--- config.mk ---
export PLATFORM = sky130hd
export DESIGN_NAME = digest_cache_line_parser
export DESIGN_NICKNAME = d
export VERILOG_FILES = /design/src/sv/dcl_pkg.sv /design/src/sv/dcl_in_reg.sv /design/src/sv/dcl_parse_core.sv /design/src/sv/digest_cache_line_parser.sv
export SDC_FILE = /design/constraint.sdc
export NUM_CORES = 1
export LEC_CHECK = 0
export ABC_AREA = 0
export ABC_CLOCK_PERIOD_IN_PS = 19800
export BUFFER_PORTS_ARGS = -buffer_cell sky130_fd_sc_hd__buf_2
export CAP_MARGIN = 10
export CORE_MARGIN = 4
export CORE_UTILIZATION = 45
export CTS_CLUSTER_DIAMETER = 40
export DETAILED_ROUTE_END_ITERATION = 10
export SKIP_LAST_GASP = 1
export SLEW_MARGIN = 5
export SYNTH_ARGS = -nofsm -noshare
export SYNTH_HDL_FRONTEND = slang
export SYNTH_SLANG_ARGS = --single-unit
--- constraint.sdc ---
create_clock -name i_clk -period 19.8 [get_ports i_clk]
set_clock_uncertainty 0.2 [all_clocks]
set_input_delay 1.98 -clock i_clk [delete_from_list [all_inputs] [get_ports i_clk]]
set_output_delay 1.98 -clock i_clk [all_outputs]
set_load 0.1 [all_outputs]
--- src/sv/dcl_pkg.sv ---
package dcl_pkg;

    localparam int unsigned MAX_HEX_CHARS    = 128;
    localparam int unsigned MAX_NUMBER_CHARS = 20;
    localparam int unsigned PATH_LENGTH_MAX  = 65535;
    localparam int unsigned HDR_LEN          = 17;

    localparam logic [7:0] CH_TAB   = 8'h09;
    localparam logic [7:0] CH_LF    = 8'h0A;
    localparam logic [7:0] CH_CR    = 8'h0D;
    localparam logic [7:0] CH_MINUS = 8'h2D;

    typedef enum logic [1:0] {
        KIND_HEADER = 2'd0,
        KIND_RECORD = 2'd1,
        KIND_END    = 2'd2
    } t_kind;

    typedef enum logic [2:0] {
        ST_OK          = 3'd0,
        ST_HDR_BAD     = 3'd1,
        ST_FEW_FIELDS  = 3'd2,
        ST_BAD_HEX     = 3'd3,
        ST_BAD_SIZE    = 3'd4,
        ST_BAD_MTIME   = 3'd5,
        ST_EMPTY_PATH  = 3'd6
    } t_status;

    typedef struct packed {
        logic [7:0] data_byte;
        logic       end_of_stream;
    } t_in_item;

    typedef struct packed {
        t_kind              result_kind;
        t_status            line_status;
        logic signed [63:0] size_value;
        logic signed [63:0] mtime_value;
        logic [7:0]         hex_length;
        logic [15:0]        path_length;
        logic [31:0]        line_number;
        logic [31:0]        records_accepted;
    } t_out_item;

    function automatic logic [7:0] hdr_byte(input logic [4:0] pos);
        logic [7:0] b;
        case (pos)
            5'd0:    b = 8'h23;
            5'd1:    b = 8'h73;
            5'd2:    b = 8'h78;
            5'd3:    b = 8'h63;
            5'd4:    b = 8'h6C;
            5'd5:    b = 8'h2D;
            5'd6:    b = 8'h68;
            5'd7:    b = 8'h61;
            5'd8:    b = 8'h73;
            5'd9:    b = 8'h68;
            5'd10:   b = 8'h63;
            5'd11:   b = 8'h61;
            5'd12:   b = 8'h63;
            5'd13:   b = 8'h68;
            5'd14:   b = 8'h65;
            5'd15:   b = 8'h20;
            5'd16:   b = 8'h31;
            default: b = 8'h00;
        endcase
        return b;
    endfunction

    function automatic logic is_hex(input logic [7:0] c);
        return (c >= 8'h30 && c <= 8'h39) || (c >= 8'h61 && c <= 8'h66) ||
               (c >= 8'h41 && c <= 8'h46);
    endfunction

endpackage

--- src/sv/dcl_in_reg.sv ---
module dcl_in_reg (
    input  logic              i_clk,
    input  logic              i_rst_n,
    input  logic              i_valid,
    output logic              o_ready,
    input  dcl_pkg::t_in_item i_item,
    output logic              o_valid,
    input  logic              i_take,
    output dcl_pkg::t_in_item o_item
);

    logic              r_valid;
    dcl_pkg::t_in_item r_item;

    assign o_ready = !r_valid || i_take;
    assign o_valid = r_valid;
    assign o_item  = r_item;

    always_ff @(posedge i_clk) begin
        if (!i_rst_n) begin
            r_valid <= 1'b0;
        end else if (o_ready) begin
            r_valid <= i_valid;
        end
    end

    always_ff @(posedge i_clk) begin
        if (o_ready && i_valid) begin
            r_item <= i_item;
        end
    end

endmodule

--- src/sv/dcl_parse_core.sv ---
module dcl_parse_core #(
    parameter int unsigned MAX_HEX_CHARS    = dcl_pkg::MAX_HEX_CHARS,
    parameter int unsigned MAX_NUMBER_CHARS = dcl_pkg::MAX_NUMBER_CHARS,
    parameter int unsigned PATH_LENGTH_MAX  = dcl_pkg::PATH_LENGTH_MAX
) (
    input  logic               i_clk,
    input  logic               i_rst_n,
    input  logic               i_fire,
    input  dcl_pkg::t_in_item  i_item,
    output logic               o_res_valid,
    output dcl_pkg::t_out_item o_res_item
);

    localparam logic [4:0]  HdrLen    = 5'(dcl_pkg::HDR_LEN);
    localparam logic [7:0]  MaxHex    = 8'(MAX_HEX_CHARS);
    localparam logic [7:0]  MaxNum    = 8'(MAX_NUMBER_CHARS);
    localparam logic [15:0] PathMax   = 16'(PATH_LENGTH_MAX);
    localparam logic [63:0] MinMag    = 64'h8000_0000_0000_0000;

    logic        r_hdr_done, n_hdr_done;
    logic        r_hdr_good, n_hdr_good;
    logic [4:0]  r_hdr_pos, n_hdr_pos;
    logic [1:0]  r_fnum, n_fnum;
    logic [7:0]  r_cnt, n_cnt;
    logic [63:0] r_acc, n_acc;
    logic        r_minus, n_minus;
    logic [2:0]  r_ferr, n_ferr;
    logic [63:0] r_size, n_size;
    logic [7:0]  r_hexlen, n_hexlen;
    logic [15:0] r_path, n_path;
    logic        r_pcr, n_pcr;
    logic        r_lhb, n_lhb;
    logic [31:0] r_line, n_line;
    logic [31:0] r_rec, n_rec;

    always_comb begin
        logic [7:0]  c;
        logic [2:0]  code;
        logic [2:0]  st;
        logic [67:0] prod;
        logic [63:0] val;
        logic        hg;
        logic        bad;

        c    = i_item.data_byte;
        code = dcl_pkg::ST_OK;
        st   = dcl_pkg::ST_OK;
        prod = '0;
        val  = '0;
        hg   = r_hdr_good;
        bad  = 1'b0;

        n_hdr_done = r_hdr_done;
        n_hdr_good = r_hdr_good;
        n_hdr_pos  = r_hdr_pos;
        n_fnum     = r_fnum;
        n_cnt      = r_cnt;
        n_acc      = r_acc;
        n_minus    = r_minus;
        n_ferr     = r_ferr;
        n_size     = r_size;
        n_hexlen   = r_hexlen;
        n_path     = r_path;
        n_pcr      = r_pcr;
        n_lhb      = r_lhb;
        n_line     = r_line;
        n_rec      = r_rec;

        o_res_valid = 1'b0;
        o_res_item  = '0;

        if (i_item.end_of_stream) begin
            o_res_valid                 = 1'b1;
            o_res_item.result_kind      = dcl_pkg::KIND_END;
            o_res_item.line_number      = r_line;
            o_res_item.records_accepted = r_rec;
            n_hdr_done = 1'b0;
            n_hdr_good = 1'b1;
            n_hdr_pos  = '0;
            n_line     = '0;
            n_rec      = '0;
            n_fnum     = '0;
            n_cnt      = '0;
            n_acc      = '0;
            n_minus    = 1'b0;
            n_ferr     = '0;
            n_size     = '0;
            n_hexlen   = '0;
            n_path     = '0;
            n_pcr      = 1'b0;
            n_lhb      = 1'b0;
        end else if (!r_hdr_done) begin
            if (c == dcl_pkg::CH_LF) begin
                hg = r_hdr_good && (r_hdr_pos == HdrLen);
                n_hdr_done = 1'b1;
                n_hdr_good = hg;
                n_hdr_pos  = '0;
                n_pcr      = 1'b0;
                n_line     = 32'd1;
                o_res_valid            = 1'b1;
                o_res_item.result_kind = dcl_pkg::KIND_HEADER;
                o_res_item.line_status = hg ? dcl_pkg::ST_OK : dcl_pkg::ST_HDR_BAD;
            end else begin
                if (r_pcr) begin
                    n_pcr = 1'b0;
                    hg    = 1'b0;
                end
                if (hg) begin
                    priority if (r_hdr_pos < HdrLen && c == dcl_pkg::hdr_byte(r_hdr_pos)) begin
                        n_hdr_pos = r_hdr_pos + 5'd1;
                    end else if (r_hdr_pos == HdrLen && c == dcl_pkg::CH_CR) begin
                        n_pcr = 1'b1;
                    end else begin
                        hg = 1'b0;
                    end
                end
                n_hdr_good = hg;
            end
        end else if (!r_hdr_good) begin
            n_line = r_line;
        end else if (c == dcl_pkg::CH_LF) begin
            n_line = r_line + 32'd1;
            if (r_lhb) begin
                priority if (r_fnum != 2'd3) begin
                    st = dcl_pkg::ST_FEW_FIELDS;
                end else if (r_ferr != dcl_pkg::ST_OK) begin
                    st = r_ferr;
                end else if (r_path == 16'd0) begin
                    st = dcl_pkg::ST_EMPTY_PATH;
                end else begin
                    st = dcl_pkg::ST_OK;
                end
                o_res_valid            = 1'b1;
                o_res_item.result_kind = dcl_pkg::KIND_RECORD;
                o_res_item.line_status = dcl_pkg::t_status'(st);
                if (st == dcl_pkg::ST_OK) begin
                    o_res_item.size_value  = r_size;
                    o_res_item.mtime_value = r_acc;
                    o_res_item.hex_length  = r_hexlen;
                    n_rec = r_rec + 32'd1;
                end
                o_res_item.path_length = (r_fnum == 2'd3) ? r_path : 16'd0;
                o_res_item.line_number = r_line;
            end
            n_fnum   = '0;
            n_cnt    = '0;
            n_acc    = '0;
            n_minus  = 1'b0;
            n_ferr   = '0;
            n_size   = '0;
            n_hexlen = '0;
            n_path   = '0;
            n_pcr    = 1'b0;
            n_lhb    = 1'b0;
        end else begin
            code = (r_fnum == 2'd0) ? dcl_pkg::ST_BAD_HEX :
                   (r_fnum == 2'd1) ? dcl_pkg::ST_BAD_SIZE : dcl_pkg::ST_BAD_MTIME;
            // held-back CR is never a TAB and never valid in hex or number fields
            if (r_pcr) begin
                n_pcr = 1'b0;
                n_lhb = 1'b1;
                if (r_fnum == 2'd3) begin
                    if (n_path < PathMax) n_path = n_path + 16'd1;
                end else begin
                    if (n_ferr == dcl_pkg::ST_OK) n_ferr = code;
                    if (n_cnt != 8'hFF) n_cnt = n_cnt + 8'd1;
                end
            end
            if (c == dcl_pkg::CH_CR) begin
                n_pcr = 1'b1;
            end else begin
                n_lhb = 1'b1;
                unique case (r_fnum)
                    2'd0: begin
                        if (c == dcl_pkg::CH_TAB) begin
                            if (n_cnt == 8'd0 && n_ferr == dcl_pkg::ST_OK) n_ferr = code;
                            n_hexlen = n_cnt;
                            n_fnum   = 2'd1;
                            n_cnt    = '0;
                            n_acc    = '0;
                            n_minus  = 1'b0;
                        end else begin
                            if ((!dcl_pkg::is_hex(c) || n_cnt >= MaxHex) &&
                                n_ferr == dcl_pkg::ST_OK) n_ferr = code;
                            if (n_cnt != 8'hFF) n_cnt = n_cnt + 8'd1;
                        end
                    end
                    2'd1, 2'd2: begin
                        if (c == dcl_pkg::CH_TAB) begin
                            bad = (n_cnt == 8'd0) || (r_minus && n_cnt == 8'd1);
                            if (r_minus) begin
                                bad = bad || (r_acc > MinMag);
                                val = 64'd0 - r_acc;
                            end else begin
                                bad = bad || r_acc[63];
                                val = r_acc;
                            end
                            if (bad && n_ferr == dcl_pkg::ST_OK) n_ferr = code;
                            if (r_fnum == 2'd1) begin
                                n_size = val;
                                n_acc  = '0;
                            end else begin
                                n_acc  = val;
                            end
                            n_fnum  = r_fnum + 2'd1;
                            n_cnt   = '0;
                            n_minus = 1'b0;
                        end else begin
                            prod = {r_acc, 3'b000} + {2'b00, r_acc, 1'b0} +
                                   {60'd0, c - 8'h30};
                            priority if (n_cnt >= MaxNum) begin
                                bad = 1'b1;
                            end else if (n_cnt == 8'd0 && c == dcl_pkg::CH_MINUS) begin
                                n_minus = 1'b1;
                            end else if (c >= 8'h30 && c <= 8'h39) begin
                                if (prod[67:64] != 4'd0) bad = 1'b1;
                                else n_acc = prod[63:0];
                            end else begin
                                bad = 1'b1;
                            end
                            if (bad && n_ferr == dcl_pkg::ST_OK) n_ferr = code;
                            if (n_cnt != 8'hFF) n_cnt = n_cnt + 8'd1;
                        end
                    end
                    default: begin
                        if (n_path < PathMax) n_path = n_path + 16'd1;
                    end
                endcase
            end
        end
    end

    always_ff @(posedge i_clk) begin
        if (!i_rst_n) begin
            r_hdr_done <= 1'b0;
            r_hdr_good <= 1'b1;
            r_hdr_pos  <= '0;
            r_fnum     <= '0;
            r_cnt      <= '0;
            r_acc      <= '0;
            r_minus    <= 1'b0;
            r_ferr     <= '0;
            r_size     <= '0;
            r_hexlen   <= '0;
            r_path     <= '0;
            r_pcr      <= 1'b0;
            r_lhb      <= 1'b0;
            r_line     <= '0;
            r_rec      <= '0;
        end else if (i_fire) begin
            r_hdr_done <= n_hdr_done;
            r_hdr_good <= n_hdr_good;
            r_hdr_pos  <= n_hdr_pos;
            r_fnum     <= n_fnum;
            r_cnt      <= n_cnt;
            r_acc      <= n_acc;
            r_minus    <= n_minus;
            r_ferr     <= n_ferr;
            r_size     <= n_size;
            r_hexlen   <= n_hexlen;
            r_path     <= n_path;
            r_pcr      <= n_pcr;
            r_lhb      <= n_lhb;
            r_line     <= n_line;
            r_rec      <= n_rec;
        end
    end

endmodule

--- src/sv/digest_cache_line_parser.sv ---
// Byte-stream parser for a digest cache text file. One byte (or one end-of-stream marker) is
// taken per cycle, back to back, except while the input stalls. A transfer is held in the
// input register while the per-byte state update with its multiply-by-ten accumulate forms
// the result, which is registered into the result register and offered from there. The
// input stalls only while the input register is full and a result in the result register
// is not taken. The first line is checked against the fixed header and gives a header
// verdict; each later non-empty line gives one record result with its status, sizes and
// counts; end_of_stream gives the end result with the line and record totals and returns
// the parser to expect a new header. Bytes after a mismatched header give no results until
// end_of_stream.
module digest_cache_line_parser #(
    parameter int unsigned MAX_HEX_CHARS    = dcl_pkg::MAX_HEX_CHARS,
    parameter int unsigned MAX_NUMBER_CHARS = dcl_pkg::MAX_NUMBER_CHARS,
    parameter int unsigned PATH_LENGTH_MAX  = dcl_pkg::PATH_LENGTH_MAX
) (
    input  logic               i_clk,
    input  logic               i_rst_n,
    input  logic               i_in_valid,
    output logic               o_in_ready,
    input  dcl_pkg::t_in_item  i_in_item,
    output logic               o_out_valid,
    input  logic               i_out_ready,
    output dcl_pkg::t_out_item o_out_item
);

    logic               w_q_valid;
    logic               w_take;
    logic               w_res_valid;
    dcl_pkg::t_in_item  w_q_item;
    dcl_pkg::t_out_item w_res_item;
    logic               r_out_valid;
    dcl_pkg::t_out_item r_out_item;

    assign w_take = w_q_valid && (!r_out_valid || i_out_ready);

    dcl_in_reg u_in (
        .i_clk   (i_clk),
        .i_rst_n (i_rst_n),
        .i_valid (i_in_valid),
        .o_ready (o_in_ready),
        .i_item  (i_in_item),
        .o_valid (w_q_valid),
        .i_take  (w_take),
        .o_item  (w_q_item)
    );

    dcl_parse_core #(
        .MAX_HEX_CHARS    (MAX_HEX_CHARS),
        .MAX_NUMBER_CHARS (MAX_NUMBER_CHARS),
        .PATH_LENGTH_MAX  (PATH_LENGTH_MAX)
    ) u_core (
        .i_clk       (i_clk),
        .i_rst_n     (i_rst_n),
        .i_fire      (w_take),
        .i_item      (w_q_item),
        .o_res_valid (w_res_valid),
        .o_res_item  (w_res_item)
    );

    always_ff @(posedge i_clk) begin
        if (!i_rst_n) begin
            r_out_valid <= 1'b0;
        end else if (w_take) begin
            r_out_valid <= w_res_valid;
        end else if (i_out_ready) begin
            r_out_valid <= 1'b0;
        end
    end

    always_ff @(posedge i_clk) begin
        if (w_take && w_res_valid) begin
            r_out_item <= w_res_item;
        end
    end

    assign o_out_valid = r_out_valid;
    assign o_out_item  = r_out_item;

    a_stall_cause : assert property (@(posedge i_clk) disable iff (!i_rst_n)
        !o_in_ready |-> (w_q_valid && r_out_valid && !i_out_ready))
        else $error("input stalled without a full pipeline");

    a_rec_only_end : assert property (@(posedge i_clk) disable iff (!i_rst_n)
        (o_out_valid && o_out_item.result_kind != dcl_pkg::KIND_END)
            |-> (o_out_item.records_accepted == 32'd0))
        else $error("record total outside end result");

    a_bad_zero : assert property (@(posedge i_clk) disable iff (!i_rst_n)
        (o_out_valid && o_out_item.line_status != dcl_pkg::ST_OK)
            |-> (o_out_item.size_value == 64'sd0 && o_out_item.mtime_value == 64'sd0 &&
                 o_out_item.hex_length == 8'd0))
        else $error("values on failed line");

    a_hdr_line : assert property (@(posedge i_clk) disable iff (!i_rst_n)
        (o_out_valid && o_out_item.result_kind == dcl_pkg::KIND_HEADER)
            |-> (o_out_item.line_number == 32'd0 &&
                 (o_out_item.line_status == dcl_pkg::ST_OK ||
                  o_out_item.line_status == dcl_pkg::ST_HDR_BAD)))
        else $error("malformed header verdict");

endmodule
* Word level (Yosys, flattened, before mapping)
Memories as Yosys holds them, arrays and structs flattened. A register that Yosys moved wholly into a read port is not among the register bits. Index checks and enable logic that the tools add are counted.
Cells by class: $add $sub $neg 12, $lt $le $gt $ge 12, equality and inequality tests 25, mux-type cells 190, bitwise operators 6, reduce and logical (&&, ||, !) cells 64
Operators with widths (count):
- $mux 64 | 21
- $mux 32 | 13
- $mux 189 | 2
- $mux 16 | 15
- $mux 8 | 26
- $mux 188 | 1
- $mux 136 | 1
- $pmux 64 s2 | 1
- $mux 3 | 28
- $add 67x65->68 | 1
- $add 68x8->68 | 1
- $add 32x1->32 const B | 2
- $gt 64x64->1 const B | 1
- $mux 1 | 64
- $sub 1x64->64 const A | 1
- $mux 5 | 8
- $add 16x1->16 const B | 2
- $lt 16x16->1 const B | 2
- $eq 8x4->1 const B | 3
- $reduce_bool 3->1 | 8
- $add 8x1->8 const B | 2
- $ge 8x7->1 const B | 2
- $le 8x7->1 const B | 2
- $logic_not 16->1 | 1
- other kinds (45) | 101
Word-level totals: flip-flop bits (word level) 471, memory bits (read-only) 224, output and inout bits 223, word-level logic and storage cells 337, memories 1
Memories:
- (no name shown) | depth 32, width 7, rd ports 1, clocked after Yosys merged registers in 1, wr ports 0, RTL line dcl_pkg.sv:47 | case (pos)

* Longest topological paths before layout
Gate-level depths: netlist (run 1).
word-level depth 29, gate-level depth with buffers 19

* Modules after synthesis
From an unflattened synthesis (run 1), not the netlist that was laid out.
Second synthesis, totals: cells, all modules 2820, area total of the unflattened synthesis 26350.3 µm²
By module, submodules not included:
- dcl_parse_core | instances 1, cells an instance 2579, area an instance 19312.3 µm²
- digest_cache_line_parser | instances 1, cells an instance 227, area an instance 6710.2 µm²
- dcl_in_reg | instances 1, cells an instance 14, area an instance 327.8 µm²

* Least setup slack after synthesis (run 1)
OpenSTA, ideal clock, no wires.
kind input -> register, start in i_out_ready, end reg r_out_item, in the netlist o_out_item[0] (enable), arrival 6.875 ns, required time 19.028 ns, path slack 12.154 ns, cell stages on the path 5, cells stage by stage nand2b_1 -> and2_1 -> clkbuf_1 -> o21ai_0 -> inv_1
On the way: longest elaborated chain between the ends 3
RTL lines:
- start: declaration | RTL line digest_cache_line_parser.sv:22 | input logic i_out_ready,
- $logic_or 1x1->1 | RTL line digest_cache_line_parser.sv:34 | assign w_take = w_q_valid && (!r_out_valid || i_out_ready);
- $logic_and 1x1->1 | RTL line digest_cache_line_parser.sv:34
- $logic_and 1x1->1 | RTL line digest_cache_line_parser.sv:71 | if (w_take && w_res_valid) begin
- end signal: assignment | RTL line digest_cache_line_parser.sv:72 | r_out_item <= w_res_item;
- end: declaration | RTL line digest_cache_line_parser.sv:32 | dcl_pkg::t_out_item r_out_item;
No other way between the ends. A chain may end at the register's enable or synchronous reset.

* Worst setup path after layout (run 1)
start reg u_in.r_item, in the netlist u_in.o_item[5], end reg u_core.r_acc[61]
On the way: longest elaborated chain between the ends 13, elaborated cells on any way between the ends 30
RTL lines:
- start: declaration | RTL line dcl_in_reg.sv:13 | dcl_pkg::t_in_item r_item;
- start signal: assignment | RTL line dcl_in_reg.sv:29 | r_item <= i_item;
- $sub 8x6->8 | RTL line dcl_parse_core.sv:210 | {60'd0, c - 8'h30};
- $add 68x8->68 | RTL line dcl_parse_core.sv:209 | prod = {r_acc, 3'b000} + {2'b00, r_acc, 1'b0} +
- $mux 64 | RTL line dcl_parse_core.sv:216 | if (prod[67:64] != 4'd0) bad = 1'b1;
- $mux 64 | RTL line dcl_parse_core.sv:215 | end else if (c >= 8'h30 && c <= 8'h39) begin
- $mux 64 | RTL line dcl_parse_core.sv:213 | end else if (n_cnt == 8'd0 && c == dcl_pkg::CH_MINUS) begin
- $mux 64 | RTL line dcl_parse_core.sv:211 | priority if (n_cnt >= MaxNum) begin
- $mux 64 | RTL line dcl_parse_core.sv:189 | if (c == dcl_pkg::CH_TAB) begin
- $pmux 64 s2 | RTL line dcl_parse_core.sv:173 | unique case (r_fnum)
- $mux 64 | RTL line dcl_parse_core.sv:169 | if (c == dcl_pkg::CH_CR) begin
- $mux 64 | RTL line dcl_parse_core.sv:121 | end else if (c == dcl_pkg::CH_LF) begin
- $mux 64 | RTL line dcl_parse_core.sv:119 | end else if (!r_hdr_good) begin
- $mux 64 | RTL line dcl_parse_core.sv:92 | end else if (!r_hdr_done) begin
- $mux 64 | RTL line dcl_parse_core.sv:72 | if (i_item.end_of_stream) begin
- end signal: assignment | RTL line dcl_parse_core.sv:256 | r_acc <= n_acc;
- end: declaration | RTL line dcl_parse_core.sv:25 | logic [63:0] r_acc, n_acc;
Several ways; a longest one is shown, not always the timed one. The select of a mux whose other input is x is not followed.

==> results.yml, run 1 <==
global_routing:
  grt_pass1_wl_mm: 122.6
  gr-usage-all-layers_pct: 23.76
  overflow: 0
  antenna_found_initial: 1
  first_global_vias: 22158
  grt_max_degree: 87
clock_network:
  clkTransAtPathRegs_ps: 60
  post_cts_buffers: 0
  h-tree-depth: 3
  hold_buffers: 0
  cts_buffers: 78
  clockBufferDepth: 3
  clock_sinks: 478
  cts_tree: "done"
  clk_latency_ps: 620
  cts-root-buf: "clkbuf_16"
  post_cts_resized: 0
setup_path:
  critPathSlowestCell: "a31oi_4"
  crit_chain: "inv_1, ha_1, inv_1, fa_1, inv_1, ha_1, o21ai_0, o21ai_0, nand3_1, a21oi_1, a211oi_1, o31ai_1, a21oi_1, o211a_1, a31oi_4, buf_4, nor3_2, a22o_1"
  worstSetupPathType: "flip-flop to flip-flop"
  cpMostUsedCell: "inv_1"
  endpoint_kind: "flip-flop"
  arrival_ps: 6410
  timing.rr.start: "u_in.o_item[5]"
  r2r_slack_ps: 13690
  critPathMaxStageDelay_ps: 700
  reg2regPathDepth: 18
  cp-start-kind: "flip-flop"
  worstPathMaxFanout: 43
  reg2reg_to: "u_core.r_acc[61]"
  cp.required_ps: 20100
detailed_routing:
  vias: 22623
  met2_length_mm: 37.24
  drt_iter0_markers: 1691
  routedWlPerCell_um: 19.74
  viasPerCell: 5.735
  wl_met1_mm: 34.22
  top_layer_used: "met4"
  wirelength_mm: 77.86
  route.met3.wl_mm: 4.337
  drt_pass1_iterations: 5
  drc_errors: 0
  ant_nets: 0
power_and_ir_drop:
  switchingPower_w: 0.0006454
  ir_worst_vdd_uv: 83.00
  switching_share_pct: 24.90
  power_frac_seq_pct: 40.5
  p_int_w: 0.001947
  clock_power_share_pct: 53.9
  power.share.combinational_pct: 5.6
  p_leak_nw: 12.79
  cellPowerDensity_mw_per_mm2: 82.87
logic_synthesis:
  synth_nets: 3095
  ys_types: 88
  syn-mean-instance-area_sq_um: 9.167
  async_reset_ff_share_pct: 0
  synthCells: 2928
  syn_area_sq_mm: 0.02684
  synth_flop_cell: "dfxtp_1"
  synth-edff-count: 230
  synth_seq_cells: 478
  yosysMostFrequentCell: "nor2_1"
  synth.area.top_cells: "edfxtp_1 26%, dfxtp_1 18%, ha_1 6.9%"
  synth_top_cells_by_count: "329 x nor2_1, 248 x dfxtp_1, 240 x a21oi_1"
  synth-seq-area-share_pct: 44.23
  yosysTopAreaCell: "edfxtp_1"
  synth.top_cell.area_share_pct: 25.73
  yosysWarnings: 0
status:
  status: "complete, no violations"
finish:
  areaGrowthSynthToFinish_pct: 16.53
  nets: 3272
  layout-drive-gt1-share_pct: 14.00
  final_cells: 3945
timing:
  period_minus_slack_ps: 6112
  rsz0062_at_grt: "no"
  fmax_mhz: 163.6
  tns_ps: 0
  finalCritPeriodShare_pct: 30.87
  setup_violations: 0
  hold_slack_ps: 248.2
  worst_slack_ps: 13690
  hold_viol_final: 0
  timing.final.max_slew_violations: 0
  slew-limit-headroom_pct: 22.22
  worst_pin_slew_ps: 1164
floorplanning:
  die_w_um: 252.2
  fp-row-count: 89
  dieArea_sq_mm: 0.06362
  die_h_um: 252.2
  start_util_pct: 45.48
  core-area_sq_mm: 0.05902
  ios: 236
place:
  placed_cells: 3798
  port-buffer-count: 235
  dpl_worst_slack_ps: 13760
  dp_hpwl_mm: 54.87
  gp_congestion: 0.9158
min_path:
  min_path_cells: 2
  hold_path_class: "flip-flop to flip-flop"
  worst_hold_path.endpoint: "u_core.r_hexlen[6]"
  hold_start: "u_core.r_hexlen[6]"
job:
  cap_violations: 0
registers in the layout, indices dropped and copies added, names as in the netlist, 2 cells and up, named ones only:
register / cells
u_core.r_hexlen: 8
u_core.r_fnum: 2
u_core.r_rec: 32
u_core.r_acc: 64
o_out_item: 221
u_core.r_size: 64
u_core.r_cnt: 8
u_core.r_hdr_pos: 5
u_core.r_ferr: 3
u_core.r_path: 16
u_in.o_item: 9
u_core.r_line: 32
worst max path at each step:
stage                        start  depth (start not counted)                to  slack, ps
floorplan              i_out_ready                          5     o_out_item[0]      12150
global placement    u_in.o_item[5]                         17  u_core.r_acc[61]      13950
detailed placement  u_in.o_item[5]                         18  u_core.r_acc[61]      13760
CTS                 u_in.o_item[5]                         18  u_core.r_acc[61]      13690
global route        u_in.o_item[5]                         18  u_core.r_acc[61]      13290
finish              u_in.o_item[5]                         18  u_core.r_acc[61]      13690
power by group through the flow:
stage | combinational (W) | clock, W | sequential, W
floorplan | 0.0000706 | 0 | 0.00111
global placement | 0.000142 | 0 | 0.00107
detailed placement | 0.000143 | 0 | 0.00107
CTS | 0.000144 | 0.00142 | 0.00105
global route | 0.000153 | 0.00147 | 0.00105
finish | 0.000144 | 0.00140 | 0.00105
cells by family (layout without fill, tap and decap cells):
group | after synthesis | in the layout | synth area share, %
other cells | 0 | 1 | 0
flops | 478 | 478 | 44.23
simple gates | 1159 | 1159 | 21.49
fa+ha+maj | 154 | 154 | 7.347
xor+xnor | 200 | 200 | 6.526
mux | 19 | 19 | 0.7318
buf+inv | 237 | 480 | 3.510
compound gates | 681 | 681 | 16.17
layout make-up:
type	instances	area, sq um
antenna	1	2.502
multi-input combinational	2213	14050
timing repair buffer	258	1349
sequential	478	11870
inverter	76	295.3
tap	773	967.2
clock inverter	47	581.8
clock buffer	99	2163
fill	5416	27740
worst max-delay path, delay by kind of cell, from the launching register on:
kind                       cells  cell delay [ps]
AOI/OAI and AO/OA              9             3020
adders and majority gates      3             1110
DFF                            1              490
buffers and inverters          4              810
and+or+nand+nor                2              340
per-stage QoR:
step	power, W	util (%)	area [sq um]
floorplan	0.001177	-	26840
finish	0.002592	53.00	31280
global placement	0.001212	48.34	28530
CTS	0.002618	52.99	31280
detailed placement	0.001213	48.34	28530
global route	0.002675	52.99	31280
layer usage:
layer,global-route usage (%),vias up
met5,0,-
met4,8.071,0
met3,3.416,127
met2,40.04,649
met1,31.56,10915
li1,-,10932
cell usage in the layout (no fill, tap or decap), drive strengths merged, types with 75 or more instances in the layout:
cell type    n
edfxtp     230
buf        258
a21oi      241
ha         148
nand2      235
nand3      105
inv         93
clkbuf      99
and2       171
xor2       125
xnor2       75
dfxtp      248
o21ai      123
nor2       329
Power figures use the tool's default switching activity.
==> inputs of run 2 (changes only) <==
ABC_CLOCK_PERIOD_IN_PS = 5050   (was 19800)
PLACE_DENSITY = 0.65   (was unset)
clock period = 5.05 ns   (was 19.8 ns; I/O delays follow)
==> results.yml, run 2 (synthesis results as in run 1) <==
finish:
  nets: 3325
  largest_register_ffs: 221
  layout-drive-gt1-share_pct: 15.39
  final_cell_mix: "326 x nor2_1, 246 x dfxtp_1, 238 x a21oi_1, 235 x buf_2, 234 x nand2_1"
  antenna_cells: 0
  areaGrowthSynthToFinish_pct: 18.40
  fin_area_sq_mm: 0.03178
  utilization_pct: 53.85
  final_common_cell: "nor2_1"
power_and_ir_drop:
  cellPowerDensity_mw_per_mm2: 314.9
  p_leak_nw: 12.99
  total_power_w: 0.01001
  ir_worst_vdd_uv: 253.0
clock_network:
  cts_tree: "done"
  clk_latency_ps: 620
  h-tree-depth: 3
  cts-root-buf: "clkbuf_16"
  clockBufferDepth: 3
  clkTransAtPathRegs_ps: 60
  cts_buffers: 78
  clock_sinks: 478
timing:
  rsz0062_at_grt: "no"
  hold_viol_final: 0
  slew-limit-headroom_pct: 33.13
  worst_pin_slew_ps: 999.5
  fmax_mhz: 206.5
  period_minus_slack_ps: 4843
  tns_ps: 0
  setup_violations: 0
  timing.final.max_slew_violations: 0
  finalCritPeriodShare_pct: 95.91
detailed_routing:
  drc_errors: 0
  top_layer_used: "met4"
  vias: 22976
  wirelength_mm: 78.53
  wl_met1_mm: 35.16
  viasPerCell: 5.750
  route.met3.wl_mm: 4.468
  met2_length_mm: 36.82
  ant_nets: 0
  drt_iter0_markers: 1595
  routedWlPerCell_um: 19.65
  drt_pass1_iterations: 5
setup_path:
  arrival_ps: 5140
  cpMostUsedCell: "inv_1"
  cp_top_family: "compound AO/OA/AOI/OAI gates"
  cp_num_buf_inv: 5
  crit_chain: "inv_1, ha_4, inv_1, fa_1, inv_1, ha_1, o21ai_0, or2_4, a2111oi_4, o31a_2, o2111ai_4, a2111oi_4, nor3_1, o211a_1, a31oi_4, buf_12, buf_12, a311oi_2, a211oi_1"
  worstPathMaxFanout: 13
  cp-start-kind: "flip-flop"
  worstSetupPathType: "flip-flop to flip-flop"
  cp.required_ps: 5350
  critPathSlowestCell: "fa_1"
  critPathMaxStageDelay_ps: 470
  endpoint_kind: "flip-flop"
floorplanning:
  die_w_um: 252.2
  ios: 236
  dieArea_sq_mm: 0.06362
  die_h_um: 252.2
  start_util_pct: 45.48
  core-area_sq_mm: 0.05902
  fp-row-count: 89
global_routing:
  grt_max_degree: 108
  grt_pass1_wl_mm: 123.4
  gr-usage-all-layers_pct: 23.82
  antenna_found_initial: 1
  overflow: 0
  first_global_vias: 22484
place:
  dp_hpwl_mm: 55.48
  gp_congestion: 0.9417
  port-buffer-count: 235
  place_area_sq_mm: 0.02890
status:
  status: "complete, no violations"
min_path:
  hold_path_class: "primary input to flip-flop"
job:
  cap_violations: 0
## run 2: final cells by class
type | count | area, sq um
multi-input combinational | 2213 | 14150
fill | 5348 | 27240
sequential | 478 | 11870
tap | 773 | 967.2
inverter | 76 | 291.5
timing repair buffer | 311 | 1882
clock buffer | 88 | 1989
clock inverter | 57 | 628.1
## run 2: worst paths after layout
path,slack [ps],cells past startpoint,startpoint,end
worst max register to register,210,19,u_in.o_item[6],u_core.r_acc[6]
worst max-delay path,210,19,u_in.o_item[6],u_core.r_acc[6]
worst min-delay path,80,3,i_out_ready,u_in.o_valid
worst min register to register,250,2,u_core.r_hexlen[0],u_core.r_hexlen[0]
## run 2: routing by layer
metal / vias up / GRT usage, %
met5: - / 0
met4: 0 / 7.661
met3: 137 / 3.159
met2: 752 / 39.36
met1: 11066 / 32.67
li1: 11021 / -
## run 2: through the flow
stage | hold WS, ps | setup WS (ps) | std cells
after floorplan | 227.3 | -321.5 | 2928
after global placement | 239.7 | 199.5 | 3835
after detailed placement | 243.5 | -26.07 | 3835
after CTS | 48.05 | 10.23 | 3990
after global routing | 76.56 | 1.468 | 3996
final | 84.89 | 206.7 | 3996
## run 2: report_power, final
group / internal [W] / leakage (nW) / switching (W)
sequential: 0.00409 / 4.43 / 0.0000292
combinational: 0.000147 / 7.30 / 0.000468
clock: 0.00324 / 1.25 / 0.00204
## run 2: worst reg2reg max path, stage by stage, from the launching register on
cell,delay (ps)
edfxtp_1,420
inv_1,140
ha_4,280
inv_1,40
fa_1,470
inv_1,40
ha_1,330
o21ai_0,130
or2_4,270
a2111oi_4,320
o31a_2,280
o2111ai_4,170
a2111oi_4,440
nor3_1,110
o211a_1,300
a31oi_4,200
buf_12,170
buf_12,160
a311oi_2,60
a211oi_1,230
## run 2: what timing repair did
action / in CTS / in global routing
endpoints found under the hold margin: 10 / 0
resized for setup: 0 / 11
gates cloned: 0 / 2
pin swaps: 1 / 4
setup buffers: 0 / 4
endpoints found under the setup margin: 3 / 65
hold buffers: 10 / 0
